**src/rtl/per_cpu_msi_vector_allocator_defines.svh**
```systemverilog
// ----------------------------------------------------------------------------
// Assertion macros for the per-CPU MSI vector allocator
// Shared property shells: same-cycle and next-cycle implication, both
// disabled while reset is asserted.
// ----------------------------------------------------------------------------
`ifndef PER_CPU_MSI_VECTOR_ALLOCATOR_DEFINES_SVH
`define PER_CPU_MSI_VECTOR_ALLOCATOR_DEFINES_SVH

// Check cons in the same cycle as ante.
`define PCMVA_ASSERT_IMPL(name, ck, rn, ante, cons, msg) \
  name: assert property (@(posedge ck) disable iff (!rn) (ante) |-> (cons)) \
    else $error(msg);

// Check cons in the cycle after ante.
`define PCMVA_ASSERT_NEXT(name, ck, rn, ante, cons, msg) \
  name: assert property (@(posedge ck) disable iff (!rn) (ante) |=> (cons)) \
    else $error(msg);

`endif

```
**src/rtl/pcmva_pkg.sv**
```systemverilog
// ----------------------------------------------------------------------------
// pcmva_pkg
// Sizes, field widths, codes and controller/datapath command types of the
// per-CPU MSI vector allocator.
// ----------------------------------------------------------------------------
package pcmva_pkg;

  localparam int NUM_SLOTS = 64;
  localparam int NUM_CPUS  = 8;

  localparam int SLOT_W    = $clog2(NUM_SLOTS);
  localparam int SLOT_SPAN = 1 << SLOT_W;
  localparam int CPU_IDX_W = (NUM_CPUS > 1) ? $clog2(NUM_CPUS) : 1;
  localparam int CPU_SPAN  = 1 << CPU_IDX_W;
  localparam int ADDR_W    = CPU_IDX_W + SLOT_W;

  localparam int OP_W       = 2;
  localparam int IRQ_W      = 10;
  localparam int CPU_W      = 3;
  localparam int RANGE_W    = 6;
  localparam int STATUS_W   = 2;
  localparam int MASK_W     = 8;
  localparam int CFG_IDX_W  = 1;
  localparam int CFG_DATA_W = 10;

  localparam logic [OP_W-1:0] OP_REGISTER = 2'd0;
  localparam logic [OP_W-1:0] OP_RESERVE  = 2'd1;
  localparam logic [OP_W-1:0] OP_LOCATE   = 2'd2;

  localparam logic [STATUS_W-1:0] ST_OK       = 2'd0;
  localparam logic [STATUS_W-1:0] ST_NONE     = 2'd1;
  localparam logic [STATUS_W-1:0] ST_CONFLICT = 2'd2;

  localparam logic [CFG_IDX_W-1:0] CFG_CPU_MASK = 1'd0;
  localparam logic [CFG_IDX_W-1:0] CFG_MSI_BASE = 1'd1;

  localparam logic [MASK_W-1:0] CPU_MASK_RESET = 8'd1;

  typedef struct packed {
    logic load;    // capture the input item
    logic eval;    // per-CPU free flags, range mask, table read
    logic sel;     // pick the CPU, check reserve conflict
    logic commit;  // update bitmaps and table, load the result
    logic clear;   // clear one table entry
  } pcmva_cmd_t;

  typedef struct packed {
    logic clear_last;  // clear pointer is on the last table entry
  } pcmva_stat_t;

endpackage

```
**src/rtl/pcmva_ctrl.sv**
```systemverilog
// ----------------------------------------------------------------------------
// pcmva_ctrl
// Sequencer: table clear after reset, then load / evaluate / select /
// commit per item, and the result valid flag.
// ----------------------------------------------------------------------------
`include "per_cpu_msi_vector_allocator_defines.svh"

module pcmva_ctrl (
  input  logic                   clk,
  input  logic                   rst_n,
  input  logic                   in_valid,
  output logic                   in_stall,
  output logic                   out_valid,
  input  logic                   out_stall,
  input  pcmva_pkg::pcmva_stat_t stat,
  output pcmva_pkg::pcmva_cmd_t  cmd
);
  import pcmva_pkg::*;

  typedef enum logic [4:0] {
    S_CLEAR  = 5'b00001,
    S_IDLE   = 5'b00010,
    S_EVAL   = 5'b00100,
    S_SEL    = 5'b01000,
    S_COMMIT = 5'b10000
  } state_t;

  state_t state_r, state_nxt;
  logic   out_valid_r, out_valid_nxt;
  logic   out_free;

  assign out_free = !out_valid_r || !out_stall;

  always_comb begin
    state_nxt = state_r;
    cmd       = '0;
    unique case (state_r)
      S_CLEAR: begin
        cmd.clear = 1'b1;
        if (stat.clear_last) begin
          state_nxt = S_IDLE;
        end
      end
      S_IDLE: begin
        if (in_valid) begin
          cmd.load  = 1'b1;
          state_nxt = S_EVAL;
        end
      end
      S_EVAL: begin
        cmd.eval  = 1'b1;
        state_nxt = S_SEL;
      end
      S_SEL: begin
        cmd.sel   = 1'b1;
        state_nxt = S_COMMIT;
      end
      S_COMMIT: begin
        // hold until the result register has room
        if (out_free) begin
          cmd.commit = 1'b1;
          state_nxt  = S_IDLE;
        end
      end
      default: begin
        state_nxt = S_CLEAR;
      end
    endcase
  end

  always_comb begin
    if (cmd.commit) begin
      out_valid_nxt = 1'b1;
    end else if (!out_stall) begin
      out_valid_nxt = 1'b0;
    end else begin
      out_valid_nxt = out_valid_r;
    end
  end

  always_ff @(posedge clk) begin
    if (!rst_n) begin
      state_r     <= S_CLEAR;
      out_valid_r <= 1'b0;
    end else begin
      state_r     <= state_nxt;
      out_valid_r <= out_valid_nxt;
    end
  end

  assign in_stall  = (state_r != S_IDLE);
  assign out_valid = out_valid_r;

  `PCMVA_ASSERT_NEXT(a_accept_starts_eval, clk, rst_n, in_valid && !in_stall, state_r == S_EVAL, "accepted item did not start evaluation")
  `PCMVA_ASSERT_NEXT(a_eval_then_sel, clk, rst_n, cmd.eval, cmd.sel, "select step did not follow evaluation")
  `PCMVA_ASSERT_NEXT(a_commit_shows_result, clk, rst_n, cmd.commit, out_valid_r, "committed result not presented")
  `PCMVA_ASSERT_IMPL(a_commit_has_room, clk, rst_n, cmd.commit, !out_valid_r || !out_stall, "result overwritten while stalled")

endmodule

```
**config.mk**
```make
export PLATFORM = sky130hd
export DESIGN_NAME = pcmva_ctrl
export DESIGN_NICKNAME = d
export VERILOG_FILES = /design/src/rtl/pcmva_pkg.sv /design/src/rtl/pcmva_ctrl.sv
export VERILOG_INCLUDE_DIRS = /design/src /design/src/rtl
export SDC_FILE = /design/constraint.sdc
export NUM_CORES = 1
export LEC_CHECK = 0
export BUFFER_PORTS_ARGS = -buffer_cell sky130_fd_sc_hd__buf_2
export CORE_AREA = 2 2 39 41
export DETAILED_ROUTE_END_ITERATION = 7
export DIE_AREA = 0 0 41 43
export HOLD_SLACK_MARGIN = 0.08
export PLACE_DENSITY_LB_ADDON = 0.08
export SLEW_MARGIN = 20
export SYNTH_ARGS = -nofsm -noshare
export SYNTH_HDL_FRONTEND = slang
export SYNTH_SLANG_ARGS = --single-unit
export TNS_END_PERCENT = 50
```
**constraint.sdc**
```tcl
create_clock -name clk -period 1.8 [get_ports clk]
set_clock_uncertainty 0.15 [all_clocks]
set_input_delay 0.18 -clock clk [delete_from_list [all_inputs] [get_ports clk]]
set_output_delay 0.18 -clock clk [all_outputs]
set_load 0.05 [all_outputs]
```
**After elaboration in Yosys (flattened, before gate mapping)**

Index checks and enable logic that the tools add are counted.

- Register bits after elaboration: 6

- Equal/unequal tests: 10
- Muxes and demuxes: 13
- Reductions and logical operators: 4

Operators with widths:

| kind | number |
|---|---|
| case mux 5 bit (5 select lines) | 1 |
| two-way mux 5 bit | 3 |
| two-way mux 1 bit | 9 |
| inequality test 2 bit, second input constant | 3 |
| == test 5 x 1 -> 1 bit, second input constant | 1 |
| == test 5 x 2 -> 1 bit, second input constant | 1 |
| == test 5 x 3 -> 1 bit, second input constant | 1 |
| == test 5 x 4 -> 1 bit, second input constant | 1 |
| == test 5 bit, second input constant | 1 |
| inequality test 5 x 2 -> 1 bit, second input constant | 1 |
| AND reduction 3 bit | 1 |
| zero test 1 bit | 2 |
| inequality test 2 x 1 -> 1 bit, second input constant | 1 |
| logical OR 1 bit | 1 |

**Longest topological paths before layout**

Gate-level depths: netlist of run 1.

- Depth in word-level cells: 5
- Depth in mapped cells: 5
- Gate-level depth less buffers: 3

**Worst setup path before layout of run 1**

No wires, ideal clock.

- Kind: flip-flop to output port
- Start: register state_r[3]
- End: output port cmd[4] in the netlist's numbering
- Arrival time: 1.898 ns
- Required time: 1.470 ns
- Slack: -0.428 ns
- Stages on the path, launching flop included: 4
- Buffers on the path: 0
- Path through: dfxtp_1 -> nor2_1 -> nand3_1 -> nor2_1

RTL lines:

| what | RTL line | source |
|---|---|---|
| start, declared | pcmva_ctrl.sv:28 | `state_t state_r, state_nxt;` |
| start signal, assigned | pcmva_ctrl.sv:86 | `state_r <= state_nxt;` |
| end, declared | pcmva_ctrl.sv:16 | `output pcmva_pkg::pcmva_cmd_t cmd` |

==> flow_summary_export.csv, run 1 <==
group,metric,value,unit
run_status,status,"complete, but fails checks",
run_status,violations,"negative setup slack",
routing,wl_met2,443,um
routing,drc,0,
layout,fin_cells,78,
routing,drt_iter0_markers,2,
setup_path,critPathMaxFanout,3,
place,dp_hpwl,685,um
global_routing,grt_pass1_wl,1490,um
floorplan,core-area,0.00138,sq mm
routing,avgViaCountPerCell,4.77,
routing,wl,879,um
pwr,clkPwrFrac,0.269,
clock_tree,cts_tree,"built",
logic_synthesis,synth_nets,48,
run,drv_cap,0,
routing,dr.pass1.iters,4,
place,routabilityCongestion,0.802,
routing,wl_per_cell,11.3,um
floorplan,die_w,41,um
setup_path,crit_type,"flip-flop to primary output",
sta,fmax,538,MHz
logic_synthesis,syn_avg_cell_area,8.76,sq um
setup_path,worstPathArrival,1.53,ns
layout,fillerInstances,153,
sta,timing.hold.ws,0.111,ns
clock_tree,root_buffer,"clkbuf_4",
logic_synthesis,synth_area,377,sq um
routing,route.layer.met1.wl,371,um
floorplan,die_area,0.00176,sq mm
logic_synthesis,ys_seq_elements,6,
layout,area_growth,46.8,%
sta,worstMarginPinSlew,0.441,ns
clock_tree,cts_buffer_depth,2,
floorplan,die_h,43,um
sta,tns,-0.101,ns
layout,n_antenna_cell,0,
routing,top_layer,"met4",
floorplan,start_util,0.272,
sta,worst_slack,-0.0600,ns
pwr,p_seq_frac,0.336,
pwr,vdd_drop_max,0.417,mV
logic_synthesis,yosys_warnings,0,
global_routing,antenna_found_initial,0,
pwr,p_switching,0.147,mW
routing,ant_nets,0,
logic_synthesis,seq_area_frac_synth,0.319,
setup_path,cp-end-kind,"primary output",
place,port_buffers,11,
pwr,internal_power,0.296,mW
pwr,p_per_area,801,mW/mm^2
floorplan,fp-row-count,14,
clock_tree,cts.sinks,6,
global_routing,first_global_vias,358,
logic_synthesis,ys_types,27,
sta,min_period,1.86,ns
pwr,switching_share,0.332,
routing,wl_met3,41,um
logic_synthesis,synthCells,43,
clock_tree,clkTransAtPathRegs,0.04,ns
clock_tree,clk_latency,0.24,ns
layout,final_nets,69,
clock_tree,numCtsBuffers,3,
sta,drv_slew,0,
setup_path,startpoint_type,"flip-flop",
layout,drive_gt1_frac,0.500,
pwr,pwr-share-comb,0.395,
global_routing,grt_max_degree,10,
pwr,p_total,0.443,mW
clock_tree,ctsHtreeMaxLevel,1,
place,placed_cells,70,
routing,via_count,372,
sta,finalCritPeriodShare,1.03,
global_routing,grt_overflow,0,
global_routing,track_usage,0.131,
floorplan,ios,12,
sta,relSlewSlack,0.698,
pwr,p_leak,0.271,nW
worst_hold_path,hp-class,"input pin to flip-flop",
setup_path,critPathRequiredTime,1.47,ns
sta,hold_viol,0,
place,pre_cts_slack,0.0662,ns
sta,setup_viol,2,
sta,rsz0062_at_grt,"true",
==> layout by cell type (no fill, tap or decap), types with 2 or more instances in the layout <==
cell,synthesis,layout
or3_4,2,2
inv_2,0,2
buf_4,3,6
clkbuf_4,0,3
dfxtp_1,6,6
dlygate4sd3_1,0,3
buf_8,0,2
nor2_1,5,3
buf_2,0,9
inv_1,4,2
==> metal layers <==
layer / up-vias / GRT usage
li1: 188 / -
met1: 170 / 0.162
met2: 12 / 0.184
met3: 2 / 0.0314
met4: 0 / 0.100
met5: - / 0
==> layout make-up <==
class                   count  area [sq um]  area share
multi-input cells          29           225       0.407
repair buffers             20           150       0.271
flip-flops and latches      6           120       0.217
clock buffers               3          22.5      0.0407
well taps                  16          20.0      0.0362
inverters                   4          15.0      0.0271
==> metrics by stage <==
stage | area [sq um] | util
after detailed placement | 460 | 0.333
after global routing | 553 | 0.400
after CTS | 553 | 0.400
final | 553 | 0.400
after global placement | 460 | 0.333
after floorplan | 389 | -
==> cells in the mapped netlist <==
library cell	number	area (sq um)
o41ai_2	1	16.3
nand3b_1	1	7.51
and2_1	1	6.26
or3_1	1	6.26
nor2_1	5	18.8
dfxtp_1	6	120
nor2b_1	1	6.26
a21oi_1	1	5.00
a41o_1	1	10.0
o211a_1	1	10.0
nand3_1	2	10.0
nor3b_1	1	7.51
and4bb_2	1	12.5
or3_4	2	22.5
or2_2	1	6.26
and4_1	1	8.76
nor3_1	1	5.00
a2111oi_0	1	8.76
or3b_1	1	8.76
o21ai_0	1	5.00
buf_6	1	11.3
a21boi_0	1	7.51
nand2_1	1	3.75
nand4_1	1	6.26
buf_4	3	22.5
xor2_1	1	8.76
inv_1	4	15.0
==> worst max-delay path, stage by stage, from the launching register on <==
cell and delay [ns]:
dfxtp_1 0.30, or3_4 0.39, or3b_4 0.39, inv_2 0.07, buf_8 0.14
==> logic make-up (layout without fill, tap and decap cells) <==
family	after synthesis	in the layout	share of synthesized area
compound gates	7	7	0.166
simple gates	21	21	0.362
xor+xnor	1	1	0.0233
buf+inv	8	27	0.130
flops	6	6	0.319
==> power groups by stage <==
stage | registers [mW] | logic, mW | clock network (mW)
CTS | 0.149 | 0.173 | 0.123
global placement | 0.150 | 0.142 | 0
global route | 0.150 | 0.188 | 0.138
finish | 0.149 | 0.175 | 0.119
floorplan | 0.154 | 0.0988 | 0
detailed placement | 0.150 | 0.143 | 0
==> final timing paths <==
| path | slack, ns | endpoint | from | cells after the start |
|---|---|---|---|---|
| worst max-delay path | -0.06 | cmd[2] | state_r[1] | 4 |
| worst min-delay path | 0.11 | state_r[2] | in_valid | 3 |
| worst max register to register | 0.14 | state_r[0] | state_r[1] | 4 |
| worst min register to register | 0.32 | out_valid | out_valid | 2 |
==> flip-flops by register name, indices dropped and copies added (netlist names) <==
name,flops
out_valid,1
state_r,5
==> timing repair <==
| item | 4_1_cts | 5_1_grt |
|---|---|---|
| pin swaps | 2 | 2 |
| resized for setup | 10 | 0 |
| setup endpoints to repair | 4 | 5 |
| cloned | 0 | 0 |
| hold endpoints to repair | 2 | 0 |
| hold buffers | 3 | 0 |
| setup buffers | 2 | 0 |
Power figures use the tool's default switching activity.
==> inputs of run 2 (changes only) <==
- CTS_BUF_LIST: default -> sky130_fd_sc_hd__clkbuf_16
==> flow_summary_export.csv, run 2 (synthesis results as in run 1) <==
group,metric,value,unit
sta,worstMarginPinSlew,0.447,ns
setup_path,worstReg2RegStart,"state_r[1]",
pwr,p_per_area,1120,mW/mm^2
clock_tree,cts.sinks,6,
place,port_buffers,11,
layout,fin_util,0.443,
worst_hold_path,hp-class,"input pin to flip-flop",
setup_path,cp-end-kind,"primary output",
run_status,violations,"negative setup slack",
pwr,pwr-share-comb,0.264,
clock_tree,root_buffer,"clkbuf_16",
pwr,vdd_drop_max,0.615,mV
clock_tree,cts_buffer_depth,2,
routing,drc,0,
layout,drive_gt1_frac,0.508,
clock_tree,clkTransAtPathRegs,0.03,ns
routing,via_count,383,
layout,largest_register_ffs,5,
setup_path,critPathRequiredTime,1.47,ns
setup_path,worstPathArrival,1.51,ns
floorplan,ios,12,
routing,avgViaCountPerCell,4.85,
routing,wl_per_cell,12.0,um
place,placed_cells,70,
global_routing,grt_overflow,0,
floorplan,core-area,0.00138,sq mm
global_routing,track_usage,0.150,
sta,drv_slew,0,
floorplan,die_w,41,um
global_routing,grt_pass1_wl,1610,um
floorplan,fp-row-count,14,
place,routabilityCongestion,0.802,
run,drv_cap,0,
place,dp_hpwl,685,um
pwr,p_seq_frac,0.218,
layout,top_register,"state_r",
setup_path,reg2reg_to,"state_r[4]",
global_routing,antenna_found_initial,0,
sta,setup_viol,2,
pwr,clkPwrFrac,0.518,
layout,n_antenna_cell,0,
setup_path,crit_start,"state_r[1]",
setup_path,crit_type,"flip-flop to primary output",
floorplan,die_area,0.00176,sq mm
layout,fin_cells,79,
global_routing,grt_max_degree,10,
sta,hold_viol,0,
sta,relSlewSlack,0.695,
layout,final_nets,70,
clock_tree,ctsHtreeMaxLevel,1,
sta,fmax,542,MHz
global_routing,first_global_vias,374,
pwr,internal_power,0.511,mW
sta,worst_slack,-0.0437,ns
pwr,switching_share,0.255,
setup_path,cp-endpoint,"cmd[2]",
clock_tree,numCtsBuffers,3,
floorplan,start_util,0.272,
routing,dr.pass1.iters,4,
sta,min_period,1.84,ns
setup_path,reg2reg_depth,6,
setup_path,startpoint_type,"flip-flop",
sta,timing.hold.ws,0.126,ns
sta,finalCritPeriodShare,1.02,
clock_tree,cts_tree,"built",
routing,ant_nets,0,
layout,area_growth,62.8,%
setup_path,critPathMaxFanout,3,
layout,layout_commonest_cell,"buf_2",
floorplan,die_h,43,um
pwr,p_switching,0.175,mW
routing,drt_iter0_markers,4,
routing,wl,946,um
layout,final_cell_mix,"buf_2, buf_4, dfxtp_1",
pwr,p_leak,0.299,nW
clock_tree,clk_latency,0.23,ns
sta,rsz0062_at_grt,"true",
run_status,status,"complete, but fails checks",
setup_path,r2r_setup_slack,0.06,ns
run 2: power groups by stage:
stage          Combinational [mW]  Sequential (mW)  Clock [mW]
2_1_floorplan              0.0988            0.154           0
3_3_place_gp                0.142            0.150           0
3_5_place_dp                0.143            0.150           0
4_1_cts                     0.173            0.149       0.362
5_1_grt                     0.195            0.150       0.370
6_report                    0.181            0.149       0.356
run 2: repair_timing:
action                     CTS  global route
pin swaps                    2             2
setup buffers                2             1
gates resized for setup     10             0
setup endpoints to repair    3             2
hold buffers                 3             0
hold endpoints to repair     2             0
run 2: worst max-delay path, stage by stage, from the launching register on:
cell	delay (ns)
dfxtp_1	0.30
or3_4	0.39
or3b_4	0.39
inv_2	0.07
buf_8	0.14
run 2: per-layer routing:
layer / vias up / part of all wire / GRT usage
li1: 192 / - / -
met1: 178 / 0.42 / 0.172
met2: 9 / 0.49 / 0.197
met3: 4 / 0.037 / 0.0471
met4: 0 / 0.044 / 0.160
met5: - / 0 / 0
run 2: worst min path at each step:
stage / start / to / slack [ns] / depth (start not counted)
after floorplan: rst_n / state_r[3] / 0.16 / 1
after global routing: in_valid / state_r[2] / 0.14 / 3
final: in_valid / state_r[2] / 0.13 / 3
after global placement: out_stall / out_valid / 0.30 / 3
after CTS: in_valid / state_r[2] / 0.13 / 3
after detailed placement: rst_n / state_r[3] / 0.30 / 2
run 2: final cells by class:
cell class / instances / area (sq um)
Clock buffer: 3 / 75.1
Fill cell: 148 / 771
Inverter: 4 / 15.0
Multi-Input combinational cell: 29 / 225
Sequential cell: 6 / 120
Tap cell: 16 / 20.0
Timing Repair Buffer: 21 / 158
run 2: metrics by stage:
stage	power (mW)	worst slack, ns	TNS [ns]	cell area [sq um]
finish	0.686	-0.0437	-0.0649	613
global route	0.715	-0.0826	-0.136	613
CTS	0.685	-0.0689	-0.101	606
detailed placement	0.293	0.0662	0	460
global placement	0.292	0.0956	0	460
floorplan	0.252	0.0715	0	389
==> inputs of run 3 (changes only) <==
- CTS_CLUSTER_DIAMETER: default -> 40
- clock period: 1.8 -> 1.75 ns (I/O delays scaled with it)
==> flow_summary_export.csv, run 3 (synthesis results as in run 1) <==
group,metric,value,unit
run_status,status,"complete, but fails checks",
run_status,violations,"negative setup slack",
global_routing,grt_pass1_wl,1530,um
routing,wl_per_cell,11.6,um
sta,relSlewSlack,0.750,
setup_path,crit_family,"simple AND/OR/NAND/NOR gates",
sta,timing.hold.ws,0.127,ns
layout,area_growth,65.1,%
pwr,p_leak,0.300,nW
place,placed_cells,71,
layout,seqCellArea,120,sq um
sta,drv_slew,0,
routing,drt_iter0_markers,11,
global_routing,grt_overflow,0,
pwr,pwr-share-comb,0.273,
floorplan,ios,12,
floorplan,die_area,0.00176,sq mm
pwr,clkPwrFrac,0.512,
pwr,p_switching,0.186,mW
pwr,p_seq_frac,0.214,
layout,largest_register_ffs,5,
setup_path,crit_type,"flip-flop to primary output",
clock_tree,cts.sinks,6,
layout,final_nets,70,
layout,final_cell_mix,"buf_2, buf_4, dfxtp_1",
setup_path,startpoint_type,"flip-flop",
floorplan,core-area,0.00138,sq mm
routing,wl,920,um
global_routing,antenna_found_initial,0,
worst_hold_path,hp-class,"input pin to flip-flop",
layout,fillerInstances,128,
sta,worstMarginPinSlew,0.370,ns
setup_path,worstPathArrival,1.51,ns
layout,layout_commonest_cell,"buf_2",
global_routing,first_global_vias,346,
sta,min_period,1.84,ns
floorplan,fp-row-count,14,
routing,drc,0,
place,pre_cts_slack,0.0588,ns
floorplan,start_util,0.272,
pwr,vdd_drop_max,0.643,mV
place,port_buffers,11,
layout,top_register,"state_r",
setup_path,slowest_delay,0.39,ns
sta,fmax,544,MHz
place,routabilityCongestion,0.792,
sta,setup_viol,2,
setup_path,critPathRequiredTime,1.42,ns
sta,hold_viol,0,
setup_path,crit_buf_inv,2,
floorplan,die_h,43,um
layout,n_antenna_cell,0,
setup_path,critPathMaxFanout,3,
clock_tree,root_buffer,"clkbuf_16",
clock_tree,cts_tree,"built",
routing,ant_nets,0,
setup_path,cp-end-kind,"primary output",
layout,multi_input_area,231,sq um
layout,drive_gt1_frac,0.524,
clock_tree,clk_latency,0.23,ns
sta,finalCritPeriodShare,1.05,
routing,via_count,377,
clock_tree,cts_buffer_depth,2,
routing,dr.pass1.iters,4,
setup_path,cp_cell_sequence,"or3_4 > or3b_4 > inv_2 > buf_8",
pwr,p_per_area,1150,mW/mm^2
place,dp_hpwl,666,um
setup_path,slowest_stage,"or3_4",
global_routing,grt_max_degree,10,
layout,fin_cells,79,
clock_tree,ctsHtreeMaxLevel,1,
sta,worst_slack,-0.0887,ns
sta,rsz0062_at_grt,"true",
clock_tree,numCtsBuffers,3,
floorplan,die_w,41,um
pwr,internal_power,0.532,mW
pwr,switching_share,0.259,
clock_tree,clkTransAtPathRegs,0.03,ns
global_routing,track_usage,0.138,
run,drv_cap,0,
routing,avgViaCountPerCell,4.77,
==> run 3: cell types whose count changed in the layout (fill, tap and decap cells not counted), sizes merged <==
cell and delta:
clkbuf +1, buf -1
==> run 3: cell type report <==
| class | count | share of cell area |
|---|---|---|
| Timing Repair Buffer | 21 | 0.258 |
| Sequential cell | 6 | 0.193 |
| Clock buffer | 3 | 0.121 |
| Multi-Input combinational cell | 29 | 0.372 |
| Inverter | 4 | 0.0241 |
| Tap cell | 16 | 0.0322 |
==> run 3: final timing paths <==
path	start	endpoint	slack, ns	cells after the start
setup reg to reg	state_r[1]	state_r[0]	0.07	4
setup / recovery	state_r[1]	cmd[2]	-0.09	4
hold / removal	in_valid	state_r[2]	0.13	3
hold reg to reg	out_valid	out_valid	0.32	2
==> run 3: layer usage <==
| metal | GRT usage | wire length [um] |
|---|---|---|
| met3 | 0.0785 | 56 |
| met4 | 0.0800 | 21 |
| met1 | 0.175 | 422 |
| met2 | 0.175 | 420 |
| met5 | 0 | 0 |
==> run 3: worst reg2reg max path: cells and delay by family, from the launching register on <==
family | cells | cell delay (ns)
compound gates | 1 | 0.22
buf+inv | 1 | 0.15
flops | 1 | 0.30
simple gates | 2 | 0.74
==> run 3: metrics by stage <==
stage	instance area, sq um	TNS (ns)	power [mW]	utilization
2_1_floorplan	389	0	0.260	-
3_3_place_gp	468	0	0.301	0.338
3_5_place_dp	468	0	0.301	0.338
4_1_cts	607	-0.180	0.718	0.439
5_1_grt	622	-0.224	0.753	0.449
6_report	622	-0.138	0.718	0.449
==> run 3: power by group through the flow <==
stage | registers (mW) | clock network [mW] | logic [mW]
finish | 0.154 | 0.368 | 0.196
global route | 0.155 | 0.390 | 0.209
CTS | 0.153 | 0.376 | 0.189
detailed placement | 0.155 | 0 | 0.147
global placement | 0.154 | 0 | 0.147
floorplan | 0.158 | 0 | 0.102
==> run 3: timing repair <==
action,4_1_cts,5_1_grt
hold endpoints to repair,2,0
resized for setup,7,6
pin swaps,1,2
endpoints found under the setup margin,4,5
hold buffers,3,0
setup buffers,2,0
